<file path="src/sv/sodt_pkg.sv">
// ----------------------------------------------------------------------------
// sodt_pkg: shared types and constants for the slot occupancy debounce timer
// Field widths, register codes, lane result struct and pipeline control struct.
// ----------------------------------------------------------------------------
package sodt_pkg;

    localparam int unsigned DETECT_W = 4;   // detection bits carried per item
    localparam int unsigned TIME_W   = 32;  // seconds timestamp
    localparam int unsigned CNT_W    = 4;   // debounce counter / threshold
    localparam int unsigned MIN_W    = 27;  // parked minutes per slot
    localparam int unsigned FREE_W   = 3;   // free slot count field
    localparam int unsigned OUT_SLOTS = 4;  // minutes fields in a result

    localparam logic [CNT_W-1:0] COUNT_MAX     = 4'hF;
    localparam logic [CNT_W-1:0] STABLE_RESET  = 4'd3;
    localparam logic [MIN_W-1:0] MINUTES_MAX   = 27'd71582788;

    // x / 60 == (x * RECIP_60) >> RECIP_SHIFT, exact for every 32-bit x
    localparam logic [TIME_W-1:0] RECIP_60    = 32'h8888_8889;
    localparam int unsigned       RECIP_SHIFT = 37;

    // Configuration register indexes
    typedef enum logic [0:0] {
        CFG_STABLE_SAMPLES = 1'b0,
        CFG_CLOCK_PRESENT  = 1'b1
    } t_cfg_reg;

    // What the minutes stage does with a slot's parked minutes
    typedef enum logic [1:0] {
        ACT_HOLD  = 2'd0,
        ACT_CLEAR = 2'd1,
        ACT_LOAD  = 2'd2
    } t_min_act;

    // Pipeline control shared by all lanes and the merge stage
    typedef struct packed {
        logic take;  // input transaction accepted this cycle
        logic adv;   // pipeline advances this cycle
        logic v2;    // stage 2 holds a valid item
    } t_pipe_ctl;

    // Stage 1 result of one slot lane
    typedef struct packed {
        logic              occ;
        logic              flip;
        t_min_act          act;
        logic [TIME_W-1:0] diff;
    } t_lane_out;

endpackage

</file>
<file path="src/sv/sodt_lane.sv">
// ----------------------------------------------------------------------------
// sodt_lane: per-slot debounce and entry timestamp
// Holds one slot's occupancy, debounce counter and entry time; registers the
// elapsed-time operand and the minutes action for the divide stage.
// ----------------------------------------------------------------------------
module sodt_lane
    import sodt_pkg::*;
(
    input  logic              i_clk,
    input  logic              i_rst_n,
    input  t_pipe_ctl         i_ctl,
    input  logic              i_seen,
    input  logic [TIME_W-1:0] i_now,
    input  logic [CNT_W-1:0]  i_stable,
    input  logic              i_clk_present,
    output t_lane_out         o_lane
);

    logic              r_occ;
    logic [CNT_W-1:0]  r_cnt;
    logic [TIME_W-1:0] r_entry;
    logic              r_flip;
    t_min_act          r_act;
    logic [TIME_W-1:0] r_diff;

    logic              differ;
    logic              flip;
    logic [CNT_W-1:0]  cnt_inc;
    logic              n_occ;
    logic [CNT_W-1:0]  n_cnt;
    logic [TIME_W-1:0] n_entry;
    t_min_act          n_act;

    always_comb begin
        differ  = (i_seen != r_occ);
        cnt_inc = (r_cnt == COUNT_MAX) ? r_cnt : r_cnt + 1'b1;
        flip    = differ && (cnt_inc >= i_stable);
        n_occ   = flip ? i_seen : r_occ;
        n_cnt   = (differ && !flip) ? cnt_inc : '0;
        n_entry = (flip && i_seen && i_clk_present) ? i_now : r_entry;
        if (n_occ && i_clk_present && (i_now > n_entry)) begin
            n_act = ACT_LOAD;
        end else if (flip && !(i_seen && i_clk_present)) begin
            n_act = ACT_CLEAR;
        end else begin
            n_act = ACT_HOLD;
        end
    end

    always_ff @(posedge i_clk) begin
        if (!i_rst_n) begin
            r_occ   <= 1'b0;
            r_cnt   <= '0;
            r_entry <= '0;
            r_flip  <= 1'b0;
            r_act   <= ACT_HOLD;
        end else if (i_ctl.take) begin
            r_occ   <= n_occ;
            r_cnt   <= n_cnt;
            r_entry <= n_entry;
            r_flip  <= flip;
            r_act   <= n_act;
        end
    end

    always_ff @(posedge i_clk) begin
        if (i_ctl.take) begin
            r_diff <= i_now - n_entry;
        end
    end

    assign o_lane = '{occ: r_occ, flip: r_flip, act: r_act, diff: r_diff};

    // a flip always restarts the debounce count
    a_flip_clears_cnt: assert property (@(posedge i_clk) disable iff (!i_rst_n)
        i_ctl.take |=> (!r_flip || (r_cnt == '0)))
        else $error("slot flipped without clearing its counter");

endmodule

</file>
<file path="src/sv/sodt_min.sv">
// ----------------------------------------------------------------------------
// sodt_min: parked minutes for one slot
// Divides elapsed seconds by 60 through a reciprocal multiply (stage 2) and
// applies the hold/clear/load action to the minutes register (stage 3).
// ----------------------------------------------------------------------------
module sodt_min
    import sodt_pkg::*;
(
    input  logic              i_clk,
    input  logic              i_rst_n,
    input  t_pipe_ctl         i_ctl,
    input  t_min_act          i_act,
    input  logic [TIME_W-1:0] i_diff,
    output logic [MIN_W-1:0]  o_minutes
);

    logic [2*TIME_W-1:0] prod;
    logic [MIN_W-1:0]    r_quot;
    t_min_act            r_act;
    logic [MIN_W-1:0]    r_minutes;

    assign prod = {{TIME_W{1'b0}}, i_diff} * {{TIME_W{1'b0}}, RECIP_60};

    always_ff @(posedge i_clk) begin
        if (i_ctl.adv) begin
            r_quot <= prod[RECIP_SHIFT +: MIN_W];
            r_act  <= i_act;
        end
    end

    always_ff @(posedge i_clk) begin
        if (!i_rst_n) begin
            r_minutes <= '0;
        end else if (i_ctl.adv && i_ctl.v2) begin
            case (r_act)
                ACT_CLEAR: r_minutes <= '0;
                ACT_LOAD:  r_minutes <= r_quot;
                default:   r_minutes <= r_minutes;
            endcase
        end
    end

    assign o_minutes = r_minutes;

    a_minutes_range: assert property (@(posedge i_clk) disable iff (!i_rst_n)
        r_minutes <= MINUTES_MAX)
        else $error("parked minutes beyond 32-bit seconds range");

endmodule

</file>
<file path="src/sv/sodt_merge.sv">
// ----------------------------------------------------------------------------
// sodt_merge: combines the lanes into mask, change flag and free count
// Reduces the stage 1 lane results and carries them through stages 2 and 3
// in step with the minutes pipeline.
// ----------------------------------------------------------------------------
module sodt_merge
    import sodt_pkg::*;
#(
    parameter int unsigned SLOTS = 4
) (
    input  logic                 i_clk,
    input  t_pipe_ctl            i_ctl,
    input  logic [SLOTS-1:0]     i_occ,
    input  logic [SLOTS-1:0]     i_flip,
    output logic [DETECT_W-1:0]  o_mask,
    output logic                 o_changed,
    output logic [FREE_W-1:0]    o_free
);

    localparam int unsigned SUM_W = $clog2(SLOTS + 1);

    logic [DETECT_W-1:0] mask;
    logic [SUM_W-1:0]    free_sum;
    logic [DETECT_W-1:0] r_mask2, r_mask3;
    logic                r_chg2, r_chg3;
    logic [FREE_W-1:0]   r_free2, r_free3;
    logic [FREE_W+SUM_W-1:0] free_ext;

    always_comb begin
        mask     = '0;
        free_sum = '0;
        for (int k = 0; k < SLOTS; k++) begin
            if (k < DETECT_W) begin
                mask[k] = i_occ[k];
            end
            free_sum = free_sum + SUM_W'(!i_occ[k]);
        end
        free_ext = {{FREE_W{1'b0}}, free_sum};
    end

    always_ff @(posedge i_clk) begin
        if (i_ctl.adv) begin
            r_mask2 <= mask;
            r_chg2  <= |i_flip;
            r_free2 <= free_ext[FREE_W-1:0];
            r_mask3 <= r_mask2;
            r_chg3  <= r_chg2;
            r_free3 <= r_free2;
        end
    end

    assign o_mask    = r_mask3;
    assign o_changed = r_chg3;
    assign o_free    = r_free3;

endmodule

</file>
<file path="src/sv/slot_occupancy_debounce_timer.sv">
// ----------------------------------------------------------------------------
// slot_occupancy_debounce_timer: multi-slot occupancy debounce and parking timer
// Top level: stream ports, configuration registers, valid pipeline, lanes.
// ----------------------------------------------------------------------------
// Usage:
//   Slave stream (i_s_*) carries one sensor tick per transaction: the
//   detection bits of slots 0..3 and the current time in seconds. Master
//   stream (o_m_*) returns exactly one result per tick: debounced occupancy
//   mask, changed flag, free slot count and parked minutes of slots 0..3.
//   Pipeline: each input transaction passes the stage 1 debounce lanes, the
//   stage 2 reciprocal multiply by 1/60 and the stage 3 minutes registers.
//   Throughput: one tick per cycle unless the result stalls; the debounce state
//   of each slot updates in the accept cycle, so back-to-back ticks need no stall.
//   Stall: when the result register is full and i_m_tready is low, the whole
//   pipeline freezes and o_s_tready drops; it never drops otherwise.
//   Reset (synchronous, i_rst_n low): all slots free, counters and entry
//   times zero, minutes zero, stable_samples = 3, clock_present = 0, and the
//   pipeline empty. Configuration writes (i_cfg_*) take effect at once; the user
//   makes them only while no tick is in flight, as the block does not enforce it.
// ----------------------------------------------------------------------------
module slot_occupancy_debounce_timer
    import sodt_pkg::*;
#(
    parameter int unsigned SLOTS = 4
) (
    input  logic          i_clk,
    input  logic          i_rst_n,
    // configuration write port
    input  logic          i_cfg_we,
    input  logic [0:0]    i_cfg_addr,
    input  logic [3:0]    i_cfg_wdata,
    // tick input
    input  logic          i_s_tvalid,
    output logic          o_s_tready,
    input  logic [39:0]   i_s_tdata,   // detect_bits[3:0], now_seconds[35:4], zero pad
    // result output
    output logic          o_m_tvalid,
    input  logic          i_m_tready,
    output logic [119:0]  o_m_tdata    // occupied_mask[3:0], any_changed[4],
                                       // free_count[7:5], minutes_slot0[34:8],
                                       // minutes_slot1[61:35], minutes_slot2[88:62],
                                       // minutes_slot3[115:89], zero pad
);

    // configuration registers
    logic [CNT_W-1:0] r_stable;
    logic             r_clk_present;

    always_ff @(posedge i_clk) begin
        if (!i_rst_n) begin
            r_stable      <= STABLE_RESET;
            r_clk_present <= 1'b0;
        end else if (i_cfg_we) begin
            unique case (t_cfg_reg'(i_cfg_addr))
                CFG_STABLE_SAMPLES: r_stable      <= i_cfg_wdata[CNT_W-1:0];
                CFG_CLOCK_PRESENT:  r_clk_present <= i_cfg_wdata[0];
                default:            r_stable      <= r_stable;
            endcase
        end
    end

    // input field unpack
    logic [DETECT_W-1:0] detect_bits;
    logic [TIME_W-1:0]   now_seconds;
    assign detect_bits = i_s_tdata[DETECT_W-1:0];
    assign now_seconds = i_s_tdata[DETECT_W +: TIME_W];

    // valid pipeline: all three stages move together
    logic      r_v1, r_v2, r_v3;
    logic      adv;
    t_pipe_ctl ctl;

    assign adv        = !r_v3 || i_m_tready;
    assign o_s_tready = adv;
    assign ctl        = '{take: i_s_tvalid && adv, adv: adv, v2: r_v2};

    always_ff @(posedge i_clk) begin
        if (!i_rst_n) begin
            r_v1 <= 1'b0;
            r_v2 <= 1'b0;
            r_v3 <= 1'b0;
        end else if (adv) begin
            r_v1 <= i_s_tvalid;
            r_v2 <= r_v1;
            r_v3 <= r_v2;
        end
    end

    assign o_m_tvalid = r_v3;

    // one lane per slot; slots past the detection field always see free
    t_lane_out        lane [SLOTS];
    logic [SLOTS-1:0] lane_occ;
    logic [SLOTS-1:0] lane_flip;
    logic [MIN_W-1:0] minutes [SLOTS];

    for (genvar g = 0; g < SLOTS; g++) begin : g_lane
        logic seen;
        if (g < DETECT_W) begin : g_det
            assign seen = detect_bits[g];
        end else begin : g_nodet
            assign seen = 1'b0;
        end

        sodt_lane u_lane (
            .i_clk         (i_clk),
            .i_rst_n       (i_rst_n),
            .i_ctl         (ctl),
            .i_seen        (seen),
            .i_now         (now_seconds),
            .i_stable      (r_stable),
            .i_clk_present (r_clk_present),
            .o_lane        (lane[g])
        );

        sodt_min u_min (
            .i_clk     (i_clk),
            .i_rst_n   (i_rst_n),
            .i_ctl     (ctl),
            .i_act     (lane[g].act),
            .i_diff    (lane[g].diff),
            .o_minutes (minutes[g])
        );

        assign lane_occ[g]  = lane[g].occ;
        assign lane_flip[g] = lane[g].flip;
    end

    // merge stage
    logic [DETECT_W-1:0] occupied_mask;
    logic                any_changed;
    logic [FREE_W-1:0]   free_count;

    sodt_merge #(.SLOTS(SLOTS)) u_merge (
        .i_clk     (i_clk),
        .i_ctl     (ctl),
        .i_occ     (lane_occ),
        .i_flip    (lane_flip),
        .o_mask    (occupied_mask),
        .o_changed (any_changed),
        .o_free    (free_count)
    );

    // result pack; minutes fields for slots that do not exist read zero
    logic [OUT_SLOTS*MIN_W-1:0] minutes_flat;
    for (genvar k = 0; k < OUT_SLOTS; k++) begin : g_out
        if (k < SLOTS) begin : g_used
            assign minutes_flat[k*MIN_W +: MIN_W] = minutes[k];
        end else begin : g_unused
            assign minutes_flat[k*MIN_W +: MIN_W] = '0;
        end
    end

    assign o_m_tdata = {4'b0, minutes_flat, free_count, any_changed, occupied_mask};

    // reset empties the pipeline
    a_reset_empty: assert property (@(posedge i_clk)
        !i_rst_n |=> !o_m_tvalid)
        else $error("result valid right after reset");

    // an empty result register never back-pressures the input
    a_ready_when_empty: assert property (@(posedge i_clk) disable iff (!i_rst_n)
        !o_m_tvalid |-> o_s_tready)
        else $error("input stalled with empty output");

    // a stalled result freezes the stages behind it
    a_stall_freezes: assert property (@(posedge i_clk) disable iff (!i_rst_n)
        (r_v3 && !i_m_tready) |=> (r_v3 && $stable(r_v2) && $stable(r_v1)))
        else $error("pipeline moved during output stall");

endmodule
</file>
<file path="config.mk">
export PLATFORM = sky130hd
export DESIGN_NAME = slot_occupancy_debounce_timer
export DESIGN_NICKNAME = d
export VERILOG_FILES = /design/src/sv/sodt_pkg.sv /design/src/sv/sodt_lane.sv /design/src/sv/sodt_min.sv /design/src/sv/sodt_merge.sv /design/src/sv/slot_occupancy_debounce_timer.sv
export SDC_FILE = /design/constraint.sdc
export NUM_CORES = 2
export LEC_CHECK = 0
export BUFFER_PORTS_ARGS = -buffer_cell sky130_fd_sc_hd__buf_4
export CAP_MARGIN = 20
export CORE_ASPECT_RATIO = 0.7
export CORE_MARGIN = 3
export CORE_UTILIZATION = 60
export CTS_CLUSTER_DIAMETER = 60
export DETAILED_ROUTE_END_ITERATION = 12
export MAX_ROUTING_LAYER = met4
export PLACE_DENSITY_LB_ADDON = 0.25
export RECOVER_POWER = 50
export SLEW_MARGIN = 30
export SYNTH_ARGS = -nofsm -noshare
export SYNTH_HDL_FRONTEND = slang
export SYNTH_SLANG_ARGS = --single-unit
</file>
<file path="constraint.sdc">
create_clock -name i_clk -period 14.2 [get_ports i_clk]
set_input_delay 2.84 -clock i_clk [delete_from_list [all_inputs] [get_ports i_clk]]
set_output_delay 2.84 -clock i_clk [all_outputs]
set_load 0.01 [all_outputs]
</file>
==> impl_results.rst <==
.. list-table::
   :header-rows: 1

   * - Metric
     - Value
   * - Status
     - complete, but fails checks
   * - Violations in the final reports
     - max-capacitance violations, max-slew violations
   * - Final weighted congestion in routability-driven placement
     - 0.9710
   * - Vias per std cell
     - 5.721
   * - Slowest stage cell on the critical path
     - sky130_fd_sc_hd__clkbuf_1
   * - Commonest cells after routing, fill and taps aside
     - 1,352 x sky130_fd_sc_hd__ha_1, 1,286 x sky130_fd_sc_hd__inv_1, 633 x sky130_fd_sc_hd__fa_1
   * - Post-synth design cell area
     - roughly 64,000 µm²
   * - Number of nets with antenna violations after routing
     - 0
   * - Number of iterations in the first detailed-routing pass
     - 7
   * - Number of enable flip-flop cells after synthesis
     - 260
   * - Number of vias in the routed layout
     - approximately 46,000
   * - Average routed wire per standard cell
     - ~19 µm
   * - Unique masters post-synth
     - a little over 90
   * - Number of H-tree levels
     - 2
   * - Library cell appearing most often on the critical path
     - sky130_fd_sc_hd__nor2b_1
   * - Total count of hold-check failures in the final report
     - 0
   * - Crit path max fanout
     - between 100 and 150
   * - Clk sink count
     - 536
   * - Area growth from synthesis to final layout
     - 6.515%
   * - Global-route wire length before repair
     - 250,900 µm
   * - Clock transition at the registers of the reported paths
     - ~0.06 ns
   * - Critical path startpoint
     - i_m_tready
   * - Path class of the lowest-slack min-delay path
     - register to register
   * - Aggregate global-route resource usage
     - approximately 29%
   * - Kind of start point of the critical path
     - input pin
   * - Top FF cell, synth
     - sky130_fd_sc_hd__dfxtp_1
   * - FP Rows
     - approximately 100
   * - Boundary Pins
     - between 150 and 200
   * - Core footprint
     - 105,300 µm²
   * - Type of the setup path with the least slack
     - input pin to register
   * - Async set or reset register ratio after synthesis
     - 0%
   * - Maximum number of pins on one net before global-route repair
     - 170
   * - Total of flip-flops plus latches after synthesis
     - 536
   * - Buffer levels on the longest clock path
     - 3
   * - Initial antenna violation count
     - 8
   * - Warnings, synthesis
     - 0
   * - Number of nets in the layout
     - 8,620
   * - Final wirelength
     - 156,500 µm
   * - Worst-margin pin slew
     - roughly 7.1 ns
   * - Initial cell density of the core
     - 61.19%
   * - Required arrival time at the worst endpoint
     - 14.76 ns
   * - Final cell count without fillers
     - 8,054
   * - Share of cells above drive strength 1
     - 3.030%
   * - Mapped Avg Cell Area
     - 9.955 µm²
   * - Unrepaired setup endpoints after global routing
     - false
   * - Maximum frequency from static timing analysis
     - between 0.1 and 0.15 GHz
   * - Cell area after layout
     - slightly below 70,000 µm²
   * - Final worst clock skew
     - around 0.028 ns
   * - Number of I/O port buffers
     - 163
   * - Startpoint of the most critical hold path
     - u_merge.r_mask2[1]
   * - Count of hold buffers inserted by post-cts repair
     - 0
   * - Most common library cell in the layout ignoring fill and taps
     - sky130_fd_sc_hd__ha_1
   * - Grt ovf
     - 0
   * - Number of max-slew violations in the final report
     - roughly 600
   * - Latest clock arrival within the worst-skew pair
     - 0.64 ns
   * - Area of the die
     - 111,400 µm²
   * - Total CTS buffers
     - 59
   * - Height of the die
     - 280.2 µm
   * - Relative slew slack
     - -372.6%
   * - Area after detailed placement
     - ~67,000 µm²
   * - Via count of the first global-routing pass
     - 46,040
   * - Worst path arrival time
     - 10.22 ns
   * - Final-report setup violation count
     - 0
   * - Count of max-cap constraint violations
     - 10
   * - Resize count post-CTS
     - 0
   * - Sequential fraction of the synthesis area
     - between 20% and 30%
   * - Clock tree from TritonCTS
     - yes
   * - Instance count after placement with tap cells included
     - 7,936
   * - Initial detailed-routing violation count
     - 3,120
   * - Final period utilization
     - 67.97%
   * - Minimum clock period after layout
     - between 9 and 10 ns
   * - Setup TNS after final layout
     - 0 ns
   * - Die outline width
     - 397.7 µm
   * - Post-CTS setup-driven buffer insertion count
     - 0
   * - DPL Wire Length
     - 127,400 µm
   * - Count of unresolved DRC violations after routing
     - 0
   * - CTS Root Buffer Type
     - sky130_fd_sc_hd__clkbuf_16
   * - Synthesized instance count
     - 6,472
   * - CP peak stage delay
     - 5.01 ns
   * - Endpoint type of the worst setup path
     - register
   * - Beginning of the worst register-to-register path
     - g_lane[0].u_lane.r_cnt[0]
   * - Crit-path cells
     - clkbuf_4, nor2b_1, clkinvlp_2, clkbuf_1, and3_1, nand2_1, nor3b_1, a21oi_1, nor2b_1
per-layer routing:
metal  vias up  routed length (µm)  GRT usage, %
met5         -                   0             -
met4         0                2942         5.479
met1     22540               76770         44.27
met2      1246               65290         41.77
li1      22110                   -             -
met3       174               11460         4.247
critical path: cells and delay by family:
family,cells,cell delay (ns)
buf+inv,3,5.91
simple gates,5,1.35
compound gates,1,0.08
state kept, by name, indices dropped and copies added, names as in the netlist, 8 cells and up:
signal,flops
g_lane.u_lane.r_act,8
g_lane.u_lane.r_cnt,16
g_lane.u_lane.r_diff,128
g_lane.u_lane.r_entry,128
g_lane.u_min.o_minutes,108
g_lane.u_min.r_act,8
g_lane.u_min.r_quot,108
final timing paths:
path,end,slack (ns),depth (start not counted)
worst max register to register,g_lane[0].u_lane.r_diff[31],6.35,23
worst max-delay path,g_lane[2].u_lane.r_cnt[0],4.55,9
worst min register to register,u_merge.o_mask[1],0.42,0
worst min-delay path,u_merge.o_mask[1],0.42,0
area by class of cell:
type,count,area [µm²]
Multi-Input combinational cell,4522,45820
Fill cell,8560,36660
Sequential cell,536,13330
Inverter,1288,4843
Tap cell,1414,1769
Clock buffer,84,1757
Timing Repair Buffer,176,852.1
Clock inverter,27,237.7
Antenna cell,7,17.52
cell families (layout without fill, tap and decap cells):
| logic type | Yosys count | count (layout) | share of synthesized area, % |
|---|---|---|---|
| multiplexers | 139 | 139 | 2.175 |
| flip-flops | 536 | 536 | 20.69 |
| buffers and inverters | 1417 | 1575 | 8.296 |
| AO/OA/AOI/OAI | 1084 | 1084 | 11.76 |
| XOR/XNOR | 234 | 234 | 3.181 |
| AND/OR/NAND/NOR | 1074 | 1074 | 7.923 |
| adder cells (fa/ha/maj) | 1987 | 1987 | 45.96 |
| other | 1 | 11 | 0.005820 |
metrics by stage:
| step | setup slack, ns | util (%) | hold WS [ns] |
|---|---|---|---|
| 6_report | 4.548 | 65.18 | 0.4187 |
| 3_3_place_gp | 6.702 | 63.72 | 0.4025 |
| 4_1_cts | 6.573 | 65.62 | 0.4151 |
| 5_1_grt | 3.856 | 65.18 | 0.4202 |
| 3_5_place_dp | 6.632 | 63.73 | 0.4071 |
| 2_1_floorplan | 3.332 | - | 0.4003 |
Yosys cell counts (11+ instances only):
| library cell | instances | area share, % |
|---|---|---|
| sky130_fd_sc_hd__o211ai_1 | 16 | 0.19 |
| sky130_fd_sc_hd__o21ai_0 | 139 | 1.1 |
| sky130_fd_sc_hd__edfxtp_1 | 260 | 12 |
| sky130_fd_sc_hd__or2_2 | 11 | 0.11 |
| sky130_fd_sc_hd__a21boi_0 | 123 | 1.4 |
| sky130_fd_sc_hd__o21bai_1 | 31 | 0.36 |
| sky130_fd_sc_hd__or3_1 | 15 | 0.15 |
| sky130_fd_sc_hd__xnor2_1 | 143 | 1.9 |
| sky130_fd_sc_hd__a21oi_1 | 273 | 2.1 |
| sky130_fd_sc_hd__and4_1 | 13 | 0.18 |
| sky130_fd_sc_hd__clkbuf_1 | 109 | 0.64 |
| sky130_fd_sc_hd__nor2_1 | 174 | 1.0 |
| sky130_fd_sc_hd__nand2b_1 | 37 | 0.36 |
| sky130_fd_sc_hd__a31oi_1 | 19 | 0.18 |
| sky130_fd_sc_hd__and3_1 | 31 | 0.30 |
| sky130_fd_sc_hd__a211o_1 | 12 | 0.16 |
| sky130_fd_sc_hd__nand2_1 | 389 | 2.3 |
| sky130_fd_sc_hd__nor2b_1 | 65 | 0.63 |
| sky130_fd_sc_hd__nand4_1 | 49 | 0.48 |
| sky130_fd_sc_hd__inv_1 | 1287 | 7.5 |
| sky130_fd_sc_hd__fa_1 | 633 | 20 |
| sky130_fd_sc_hd__nor3_1 | 43 | 0.33 |
| sky130_fd_sc_hd__and2_1 | 25 | 0.24 |
| sky130_fd_sc_hd__nand3_1 | 187 | 1.5 |
| sky130_fd_sc_hd__dfxtp_1 | 276 | 8.6 |
| sky130_fd_sc_hd__ha_1 | 1354 | 26 |
| sky130_fd_sc_hd__xor2_1 | 91 | 1.2 |
| sky130_fd_sc_hd__mux2i_1 | 131 | 2.0 |
| sky130_fd_sc_hd__o21a_1 | 37 | 0.43 |
| sky130_fd_sc_hd__nor4_1 | 11 | 0.11 |
| sky130_fd_sc_hd__o211a_1 | 127 | 2.0 |
| sky130_fd_sc_hd__a21o_1 | 169 | 2.0 |
| sky130_fd_sc_hd__a211oi_1 | 21 | 0.24 |
Power is left out: the tool's default activity adds up to more than one toggle a clock period on the data nets, which glitch-free logic cannot reach.
